File: src/design/tach_pkg.sv
`timescale 1ns / 1ps
// ----------------------------------------------------------------------------
// tach_pkg: shared types and constants of the averaging tachometer
// Register indexes, field widths and the word passed from front to back.
// ----------------------------------------------------------------------------
package tach_pkg;

	// configuration register widths and indexes
	localparam int RATE_W   = 27;
	localparam int PPR_W    = 13;
	localparam int EPA_W    = 9;
	localparam int CFG_IDX_W = 2;
	localparam int CFG_W    = 27;

	localparam logic [CFG_IDX_W-1:0] REG_TICK_RATE = 2'd0;
	localparam logic [CFG_IDX_W-1:0] REG_PPR       = 2'd1;
	localparam logic [CFG_IDX_W-1:0] REG_EPA       = 2'd2;

	localparam logic [RATE_W-1:0] TICK_RATE_RST = 27'd16000000;
	localparam logic [PPR_W-1:0]  PPR_RST       = 13'd144;
	localparam logic [EPA_W-1:0]  EPA_RST       = 9'd200;

	// result widths
	localparam int SUM_W = 40;
	localparam int RPM_W = 32;
	localparam logic [SUM_W-1:0] SUM_MAX = {SUM_W{1'b1}};
	localparam logic [RPM_W-1:0] RPM_MAX = {RPM_W{1'b1}};

	// 60 s per minute times 100 hundredths
	localparam int SCALE_W   = 13;
	localparam logic [SCALE_W-1:0] RPM_SCALE = 13'd6000;

	// datapath widths of the speed calculation
	localparam int R6_W  = SCALE_W + RATE_W;   // 6000 * tick rate
	localparam int NUM_W = R6_W + EPA_W;       // times edge count
	localparam int DEN_W = PPR_W + SUM_W;      // pulses times sum
	localparam int DIV_CNT_W = $clog2(NUM_W);

	// queue between front and back
	localparam int QUEUE_DEPTH = 2;
	localparam int QPTR_W = $clog2(QUEUE_DEPTH);
	localparam int QCNT_W = $clog2(QUEUE_DEPTH + 1);

	// one finished average waiting for the speed calculation
	typedef struct packed {
		logic [EPA_W-1:0] edges;
		logic [SUM_W-1:0] sum;
	} tach_job_t;

	// queue handshake towards the back
	typedef struct packed {
		logic     valid;
		tach_job_t job;
	} tach_qout_t;

endpackage

File: src/design/tach_front.sv
`timescale 1ns / 1ps
// ----------------------------------------------------------------------------
// tach_front: tick counting and period accumulation
// Counts ticks between encoder edges, sums the periods and hands a job to
// the queue once the configured number of edges has been seen.
// ----------------------------------------------------------------------------
module tach_front #(
	parameter int MAX_EDGES   = 256,
	parameter int PERIOD_BITS = 32
) (
	input  logic                      clk,
	input  logic                      arst_n,
	input  logic                      tick,
	input  logic                      capture_edge,
	input  logic [tach_pkg::EPA_W-1:0] edges_per_average,
	output logic                      job_push,
	output tach_pkg::tach_job_t       job
);
	import tach_pkg::*;

	localparam int ADD_W = ((PERIOD_BITS > SUM_W) ? PERIOD_BITS : SUM_W) + 1;
	localparam logic [PERIOD_BITS-1:0] CNT_MAX = {PERIOD_BITS{1'b1}};

	logic [PERIOD_BITS-1:0] tick_cnt_q;
	logic [SUM_W-1:0]       sum_q;
	logic [EPA_W-1:0]       edge_cnt_q;

	logic [PERIOD_BITS-1:0] period;
	logic [ADD_W-1:0]       sum_ext;
	logic [SUM_W-1:0]       sum_new;
	logic [EPA_W-1:0]       edge_new;
	logic [EPA_W-1:0]       n_eff;
	logic                   done;

	// effective number of edges per average
	always_comb begin
		if (edges_per_average == '0) begin
			n_eff = EPA_W'(1);
		end else if (32'(edges_per_average) > MAX_EDGES) begin
			n_eff = EPA_W'(MAX_EDGES);
		end else begin
			n_eff = edges_per_average;
		end
	end

	// saturating period and sum
	assign period   = (tick_cnt_q == CNT_MAX) ? tick_cnt_q : tick_cnt_q + 1'b1;
	assign sum_ext  = ADD_W'(sum_q) + ADD_W'(period);
	assign sum_new  = (sum_ext > ADD_W'(SUM_MAX)) ? SUM_MAX : sum_ext[SUM_W-1:0];
	assign edge_new = edge_cnt_q + 1'b1;
	assign done     = edge_new >= n_eff;

	assign job_push  = tick && capture_edge && done;
	assign job.edges = n_eff;
	assign job.sum   = sum_new;

	// counter, sum and edge count
	always_ff @(posedge clk or negedge arst_n) begin
		if (!arst_n) begin
			tick_cnt_q <= '0;
			sum_q      <= '0;
			edge_cnt_q <= '0;
		end else if (tick) begin
			if (capture_edge) begin
				tick_cnt_q <= '0;
				if (done) begin
					sum_q      <= '0;
					edge_cnt_q <= '0;
				end else begin
					sum_q      <= sum_new;
					edge_cnt_q <= edge_new;
				end
			end else begin
				tick_cnt_q <= period;
			end
		end
	end

endmodule

File: src/design/tach_queue.sv
`timescale 1ns / 1ps
// ----------------------------------------------------------------------------
// tach_queue: short job queue between front and back
// Two-entry queue so the tick counter keeps running while a speed is worked out.
// ----------------------------------------------------------------------------
module tach_queue (
	input  logic                clk,
	input  logic                arst_n,
	input  logic                push,
	input  tach_pkg::tach_job_t push_job,
	input  logic                take,
	output logic                full,
	output tach_pkg::tach_qout_t qout
);
	import tach_pkg::*;

	tach_job_t         mem_q [QUEUE_DEPTH];
	logic [QPTR_W-1:0] wr_ptr_q;
	logic [QPTR_W-1:0] rd_ptr_q;
	logic [QCNT_W-1:0] count_q;
	logic              do_push;
	logic              do_take;

	assign full      = count_q == QCNT_W'(QUEUE_DEPTH);
	assign qout.valid = count_q != '0;
	assign qout.job   = mem_q[rd_ptr_q];
	assign do_push   = push && !full;
	assign do_take   = take && qout.valid;

	// storage
	always_ff @(posedge clk) begin
		if (do_push) begin
			mem_q[wr_ptr_q] <= push_job;
		end
	end

	// pointers and fill count
	always_ff @(posedge clk or negedge arst_n) begin
		if (!arst_n) begin
			wr_ptr_q <= '0;
			rd_ptr_q <= '0;
			count_q  <= '0;
		end else begin
			if (do_push) begin
				wr_ptr_q <= (32'(wr_ptr_q) == QUEUE_DEPTH - 1) ? '0 : wr_ptr_q + 1'b1;
			end
			if (do_take) begin
				rd_ptr_q <= (32'(rd_ptr_q) == QUEUE_DEPTH - 1) ? '0 : rd_ptr_q + 1'b1;
			end
			if (do_push && !do_take) begin
				count_q <= count_q + 1'b1;
			end else if (!do_push && do_take) begin
				count_q <= count_q - 1'b1;
			end
		end
	end

endmodule

File: src/design/tach_back.sv
`timescale 1ns / 1ps
// ----------------------------------------------------------------------------
// tach_back: speed calculation and result register
// Forms 6000*rate*n and pulses*sum with registered multiplies, divides them
// one quotient bit a cycle and saturates the quotient into the result word.
// ----------------------------------------------------------------------------
module tach_back (
	input  logic                        clk,
	input  logic                        arst_n,
	input  tach_pkg::tach_qout_t        qout,
	output logic                        take,
	input  logic [tach_pkg::RATE_W-1:0] tick_rate_hz,
	input  logic [tach_pkg::PPR_W-1:0]  pulses_per_rev,
	input  logic                        pop,
	output logic                        empty,
	output logic [tach_pkg::RPM_W-1:0]  rpm_hundredths,
	output logic [tach_pkg::SUM_W-1:0]  period_sum
);
	import tach_pkg::*;

	typedef enum logic [4:0] {
		ST_IDLE = 5'b00001,
		ST_MUL1 = 5'b00010,
		ST_MUL2 = 5'b00100,
		ST_DIV  = 5'b01000,
		ST_DONE = 5'b10000
	} back_state_t;

	back_state_t          state_q;
	logic [EPA_W-1:0]     edges_q;
	logic [SUM_W-1:0]     sum_q;
	logic [R6_W-1:0]      rate6k_q;
	logic [DEN_W-1:0]     den_q;
	logic [NUM_W-1:0]     div_q;
	logic [DEN_W-1:0]     rem_q;
	logic [DIV_CNT_W-1:0] cnt_q;
	logic                 out_valid_q;
	logic [RPM_W-1:0]     rpm_q;
	logic [SUM_W-1:0]     psum_q;

	logic [PPR_W-1:0]     ppr_eff;
	logic [DEN_W:0]       rem_sh;
	logic                 ge;
	logic [DEN_W:0]       rem_sub;
	logic                 slot_free;

	assign ppr_eff   = (pulses_per_rev == '0) ? PPR_W'(1) : pulses_per_rev;
	assign take      = (state_q == ST_IDLE) && qout.valid;
	assign slot_free = !out_valid_q || pop;

	// one restoring division step
	assign rem_sh  = {rem_q, div_q[NUM_W-1]};
	assign ge      = rem_sh >= {1'b0, den_q};
	assign rem_sub = rem_sh - {1'b0, den_q};

	// calculation sequencer
	always_ff @(posedge clk or negedge arst_n) begin
		if (!arst_n) begin
			state_q <= ST_IDLE;
			cnt_q   <= '0;
		end else begin
			case (state_q)
				ST_IDLE: begin
					if (qout.valid) begin
						state_q <= ST_MUL1;
					end
				end
				ST_MUL1: state_q <= ST_MUL2;
				ST_MUL2: begin
					cnt_q   <= '0;
					state_q <= ST_DIV;
				end
				ST_DIV: begin
					cnt_q <= cnt_q + 1'b1;
					if (cnt_q == DIV_CNT_W'(NUM_W - 1)) begin
						state_q <= ST_DONE;
					end
				end
				ST_DONE: begin
					if (slot_free) begin
						state_q <= ST_IDLE;
					end
				end
				default: state_q <= ST_IDLE;
			endcase
		end
	end

	// datapath
	always_ff @(posedge clk) begin
		case (state_q)
			ST_IDLE: begin
				edges_q <= qout.job.edges;
				sum_q   <= qout.job.sum;
			end
			ST_MUL1: begin
				rate6k_q <= R6_W'(tick_rate_hz) * R6_W'(RPM_SCALE);
				den_q    <= DEN_W'(ppr_eff) * DEN_W'(sum_q);
			end
			ST_MUL2: begin
				div_q <= NUM_W'(rate6k_q) * NUM_W'(edges_q);
				rem_q <= '0;
			end
			ST_DIV: begin
				rem_q <= ge ? rem_sub[DEN_W-1:0] : rem_sh[DEN_W-1:0];
				div_q <= {div_q[NUM_W-2:0], ge};
			end
			default: begin
			end
		endcase
	end

	// result register
	always_ff @(posedge clk or negedge arst_n) begin
		if (!arst_n) begin
			out_valid_q <= 1'b0;
		end else if (state_q == ST_DONE && slot_free) begin
			out_valid_q <= 1'b1;
		end else if (pop) begin
			out_valid_q <= 1'b0;
		end
	end

	always_ff @(posedge clk) begin
		if (state_q == ST_DONE && slot_free) begin
			rpm_q  <= (div_q[NUM_W-1:RPM_W] != '0) ? RPM_MAX : div_q[RPM_W-1:0];
			psum_q <= sum_q;
		end
	end

	assign empty          = !out_valid_q;
	assign rpm_hundredths = rpm_q;
	assign period_sum     = psum_q;

endmodule

File: src/design/averaging_tachometer_rpm_top.sv
`timescale 1ns / 1ps
// ----------------------------------------------------------------------------
// averaging_tachometer_rpm_top: period-averaging tachometer
// Counts timer ticks between encoder edges and reports averaged speed in
// hundredths of rpm together with the summed period.
// ----------------------------------------------------------------------------
// usage
//   input: one word per timer tick, taken when push is high and full is low;
//   capture_edge marks a tick carrying an encoder edge.
//   output: a word waits while empty is low and leaves when pop is high.
//   config: cfg_we with cfg_index writes tick rate (0), pulses per rev (1)
//   and edges per average (2) from cfg_data; write only while idle.
// timing
//   one tick word is accepted every cycle while full is low. a finished average
//   goes through a two-entry queue into the speed unit, which works on one job
//   at a time (two registered multiply steps, a 49-step restoring divider, the
//   result write). full rises when averages arrive faster than the speed unit
//   finishes them or results are not taken, and the queue fills. the result
//   register is written once the divider ends and the output slot is free.
// reset and stall
//   arst_n clears counters, sum, queue and the result valid flag and loads the
//   default configuration. when pop is held low the result register holds,
//   the speed unit waits, then the queue fills and full stalls the input.
// ----------------------------------------------------------------------------
module averaging_tachometer_rpm_top #(
	parameter int MAX_EDGES   = 256,
	parameter int PERIOD_BITS = 32
) (
	input  logic                           clk,
	input  logic                           arst_n,
	input  logic                           push,
	output logic                           full,
	input  logic                           capture_edge,
	output logic                           empty,
	input  logic                           pop,
	output logic [tach_pkg::RPM_W-1:0]     rpm_hundredths,
	output logic [tach_pkg::SUM_W-1:0]     period_sum,
	input  logic                           cfg_we,
	input  logic [tach_pkg::CFG_IDX_W-1:0] cfg_index,
	input  logic [tach_pkg::CFG_W-1:0]     cfg_data
);
	import tach_pkg::*;

	logic [RATE_W-1:0] tick_rate_q;
	logic [PPR_W-1:0]  ppr_q;
	logic [EPA_W-1:0]  epa_q;

	logic       tick;
	logic       job_push;
	tach_job_t  job;
	tach_qout_t qout;
	logic       take;

	// configuration registers
	always_ff @(posedge clk or negedge arst_n) begin
		if (!arst_n) begin
			tick_rate_q <= TICK_RATE_RST;
			ppr_q       <= PPR_RST;
			epa_q       <= EPA_RST;
		end else if (cfg_we) begin
			case (cfg_index)
				REG_TICK_RATE: tick_rate_q <= cfg_data[RATE_W-1:0];
				REG_PPR:       ppr_q       <= cfg_data[PPR_W-1:0];
				REG_EPA:       epa_q       <= cfg_data[EPA_W-1:0];
				default: begin
				end
			endcase
		end
	end

	assign tick = push && !full;

	// tick counting front
	tach_front #(
		.MAX_EDGES   (MAX_EDGES),
		.PERIOD_BITS (PERIOD_BITS)
	) u_front (
		.clk               (clk),
		.arst_n            (arst_n),
		.tick              (tick),
		.capture_edge      (capture_edge),
		.edges_per_average (epa_q),
		.job_push          (job_push),
		.job               (job)
	);

	// job queue
	tach_queue u_queue (
		.clk      (clk),
		.arst_n   (arst_n),
		.push     (job_push),
		.push_job (job),
		.take     (take),
		.full     (full),
		.qout     (qout)
	);

	// speed calculation back
	tach_back u_back (
		.clk            (clk),
		.arst_n         (arst_n),
		.qout           (qout),
		.take           (take),
		.tick_rate_hz   (tick_rate_q),
		.pulses_per_rev (ppr_q),
		.pop            (pop),
		.empty          (empty),
		.rpm_hundredths (rpm_hundredths),
		.period_sum     (period_sum)
	);

endmodule
File: config.mk
export PLATFORM = sky130hd
export DESIGN_NAME = averaging_tachometer_rpm_top
export DESIGN_NICKNAME = d
export VERILOG_FILES = /design/src/design/tach_pkg.sv /design/src/design/tach_front.sv /design/src/design/tach_queue.sv /design/src/design/tach_back.sv /design/src/design/averaging_tachometer_rpm_top.sv
export SDC_FILE = /design/constraint.sdc
export NUM_CORES = 2
export LEC_CHECK = 0
export BUFFER_PORTS_ARGS = -buffer_cell sky130_fd_sc_hd__buf_4
export CAP_MARGIN = 15
export CORE_MARGIN = 2
export CORE_UTILIZATION = 45
export DETAILED_ROUTE_END_ITERATION = 16
export MAX_ROUTING_LAYER = met4
export PLACE_DENSITY = 0.7
export SYNTH_ARGS = -nofsm -noshare
export SYNTH_HDL_FRONTEND = slang
export SYNTH_SLANG_ARGS = --single-unit
export TNS_END_PERCENT = 1
File: constraint.sdc
create_clock -name clk -period 7.3 [get_ports clk]
set_clock_uncertainty 0.15 [all_clocks]
set_input_delay 1.46 -clock clk [delete_from_list [all_inputs] [get_ports clk]]
set_output_delay 1.46 -clock clk [all_outputs]
set_load 0.005 [all_outputs]
==> impl_summary.log <==
INFO  metric worstPathRequired = between 7000 and 8000 ps
INFO  metric period_share = 92.91%
INFO  metric cts.htree.levels = 3
INFO  metric num_vias = 39608
INFO  metric worst_setup_path_end_kind = register
INFO  metric flop_to_flop_setup_slack = about 520 ps
INFO  metric cts-buffers-inserted = 66
INFO  metric numPortBuffers = ~110
INFO  metric regArea = between 15000 and 20000 um^2
INFO  metric cts_root_buf = sky130_fd_sc_hd__clkbuf_16
INFO  metric worst_path_max_delay_cell = sky130_fd_sc_hd__a31o_2
INFO  metric syn_area = 57390 um^2
INFO  metric yosys-top-cells-area = sky130_fd_sc_hd__fa_1 27%, sky130_fd_sc_hd__edfxtp_1 21%, sky130_fd_sc_hd__ha_1 7.9%
INFO  metric cts_tree = done
INFO  metric synth_seq_area_share = 27.85%
INFO  metric number_of_enable_type_register_cells_in_the_synthesized_netlist = 410
INFO  metric die_height = around 360 um
INFO  metric post_synth_num_cell_types = 104
INFO  metric timing.final.ws_setup = about 520 ps
INFO  metric unrepaired_setup_endpoints_after_global_routing = false
INFO  metric critPathCapture = u_back.den_q[51]
INFO  metric worst_path_most_repeated_cell = sky130_fd_sc_hd__fa_1
INFO  metric fill_cells = roughly 11000
INFO  metric number_of_antenna_violations_at_the_first_check_in_global_routing = 2
INFO  metric die_width = between 300 and 400 um
INFO  metric detailedPlacementHpwl = 101400 um
INFO  metric path_delay_family = compound AO/OA/AOI/OAI gates
INFO  metric timing_worst_setup_path_type = register to register
INFO  metric finalWirelength = ~130000 um
INFO  metric synthesis.nets = between 6000 and 7000
INFO  metric yosys_most_used_dff = sky130_fd_sc_hd__edfxtp_1
INFO  metric cts.repair_timing.setup_buffer_count = 0
INFO  metric status = finished, final reports clean
INFO  metric final.setup.tns = 0 ps
INFO  metric slew-limit-headroom = roughly 37%
INFO  metric insertion_delay = approximately 640 ps
INFO  metric syn_to_final_growth = 8.047%
INFO  metric timing_hold_violations_final = 0
INFO  metric multi_input_area = around 37000 um^2
INFO  metric crit_path_start = ppr_q[4]
INFO  metric syn_area_per_cell = slightly above 10 um^2
INFO  metric clkTransAtPathRegs = 60 ps
INFO  metric core_area = approximately 130000 um^2
INFO  metric grt_max_degree = approximately 120
INFO  metric post_layout_inst_area = approximately 62000 um^2
INFO  metric grt_first_pass_wirelength = around 220000 um
INFO  metric worstHoldPathType = register to register
INFO  metric worst_path_largest_cell_delay = approximately 500 ps
INFO  metric beginning_of_the_worst_register_to_register_path = ppr_q[4]
INFO  metric worst-path-buf-inv = 4
INFO  metric final_antenna_net_count = 0
INFO  metric synth.top_cell.area_share = a little over a quarter
INFO  metric post-synth-top-count-cell = sky130_fd_sc_hd__inv_1
INFO  metric cts_resized = 0
INFO  metric final.min_clock_period = ~6800 ps
INFO  metric holdBufCountCts = 0
INFO  metric cp_data_arrival_time = approximately 7100 ps
INFO  metric max_cap_viol_count = 0
INFO  metric clock-sinks = 556
INFO  metric yosys_warnings = 0
INFO  metric netlist_top_cells_count = 821 x sky130_fd_sc_hd__inv_1, 782 x sky130_fd_sc_hd__fa_1, 722 x sky130_fd_sc_hd__nand2_1, 410 x sky130_fd_sc_hd__edfxtp_1, 368 x sky130_fd_sc_hd__and2_1
INFO  metric vias_per_inst = roughly 5.4
INFO  metric timing.critical_path.depth = 22
INFO  metric floorplan.initialDensity = a little under half
INFO  metric async_flop_share = about a quarter
INFO  metric worstMarginPinSlew = about 950 ps
INFO  metric timing.final.setup_violations = 0
INFO  metric yosys_reg_bits = approximately 560
INFO  metric top_level_ports = 109
INFO  metric globalRouteTotalUtil = a little over a fifth
INFO  metric final_nets = a little under 7000
INFO  metric drcViolationCount = 0
INFO  metric drt-pass1-iter-count = 5
INFO  metric dr_iter_0_viols = approximately 2700
INFO  metric dp_worst_setup_slack = a little over 600 ps
INFO  metric die_area = approximately 130000 um^2
INFO  metric critical_path.startpoint_type = register
INFO  metric worst_hold_startpoint = u_front.edge_cnt_q[8]
INFO  metric reg2reg_to = u_back.den_q[51]
INFO  metric maxClockFrequency = approximately 150 MHz
INFO  metric drt-wirelength-per-cell = between 15 and 20 um
INFO  metric whs = between 300 and 400 ps
INFO  metric rr_worst_depth = 22
INFO  metric number_of_global_route_vias_before_repair = 41257
INFO  metric place.gp.congestion = about 0.9
INFO  metric timing.final.max_slew_violations = 0
INFO  metric fp-row-count = 131
INFO  metric crit_path_cell_trace = nor4_1 -> a31o_2 -> buf_4 -> nand2_1 -> fa_1 -> inv_1 -> fa_1 -> inv_1 -> fa_1 -> fa_1 -> inv_1 -> ha_1 -> a21oi_1 -> o211ai_1 -> nand3_1 -> a21oi_1 -> o211ai_1 -> a21oi_1 -> a31o_2 -> a31o_2 -> or4b_1 -> nand3_1
INFO  metric yosys.area.top_type = sky130_fd_sc_hd__fa_1
INFO  metric globalRouteOverflowTotal = 0
INFO  metric layout-drive-gt1-share = between 7 and 8%
INFO  metric critical_path.max_fanout = 28
INFO  metric postSynthCellCount = 5675
INFO  metric placement.cell_area = 59770 um^2
INFO  metric clockBufferDepth = 3
[routing by layer]
metal | global-route usage [%] | wire length (um) | vias to the layer above
met2 | 33.05 | 59920 | 1220
met4 | 5.324 | 2949 | 0
met1 | 29.36 | 60230 | 19797
met3 | 3.789 | 9423 | 209
met5 | - | 0 | -
li1 | - | - | 18382
[final cells by class]
type	instances	share of cell area, %
multi-input combinational	4026	60.16
antenna	1	0.004036
tap	1662	3.354
clock buffer	85	2.845
inverter	823	4.986
timing repair buffer	166	2.157
sequential	556	25.78
clock inverter	37	0.7184
[state kept, by name (all words and copies together) (netlist names)]
register	count
u_back.rpm_hundredths	32
u_back.state_q	5
u_back.edges_q	9
u_queue.count_q	2
u_back.sum_q	40
epa_q	9
u_front.sum_q	40
u_back.rate6k_q	36
u_back.rem_q	53
u_queue.wr_ptr_q	1
u_queue.rd_ptr_q	1
u_front.edge_cnt_q	9
u_back.out_valid_q	1
u_back.cnt_q	6
ppr_q	13
u_queue.mem_q	98
u_back.den_q	53
u_back.div_q	49
u_back.period_sum	40
u_front.tick_cnt_q	32
tick_rate_q	27
[worst min path at each step]
stage,end,slack (ps),cells past startpoint
floorplan,u_back.cnt_q[5],310,1
global placement,u_front.edge_cnt_q[8],340,2
detailed placement,u_front.tick_cnt_q[11],340,1
CTS,u_back.cnt_q[5],360,1
global route,u_front.sum_q[29],380,1
finish,u_front.edge_cnt_q[8],350,2
[worst register-to-register path: cells and delay by family, from the launching register on]
family                   cells  cell delay [ps]
AO/OA/AOI/OAI                8             2230
adder cells (fa/ha/maj)      5             2050
AND/OR/NAND/NOR              5             1110
buffers and inverters        4              610
flip-flops                   1              490
[cell families (layout without fill, tap and decap cells)]
logic type | after synthesis | count (layout) | share of synthesized area (%)
other cells | 0 | 1 | 0
fa+ha+maj | 1146 | 1146 | 35.22
mux | 128 | 128 | 2.451
simple gates | 1713 | 1713 | 14.47
xor+xnor | 219 | 219 | 3.342
buf+inv | 1093 | 1111 | 7.252
compound gates | 820 | 820 | 9.425
flops | 556 | 556 | 27.85
[placed cells by master, fill, tap and decap left out, drive strengths merged, types with 28 or more instances in the layout]
cell type,count
nor2,239
nor2b,28
o21bai,29
and3,40
mux2,100
ha,364
a21oi,262
edfxtp,410
nand2,724
dfrtp,133
nand2b,63
a22o,39
xnor2,126
nor3,52
buf,166
and2,369
inv,827
a211oi,28
xor2,93
nand4,45
fa,782
mux2i,28
a21o,135
clkbuf,85
nand3,67
o21ai,172
[stage by stage]
stage               cells  utilization, %
floorplan            5675               -
global placement     7232           47.06
detailed placement   7232           47.06
CTS                  7354           48.79
global route         7355           48.81
finish               7356           48.81
Power is left out: the tool's default activity adds up to more than one toggle a clock period on the data nets, which glitch-free logic cannot reach.
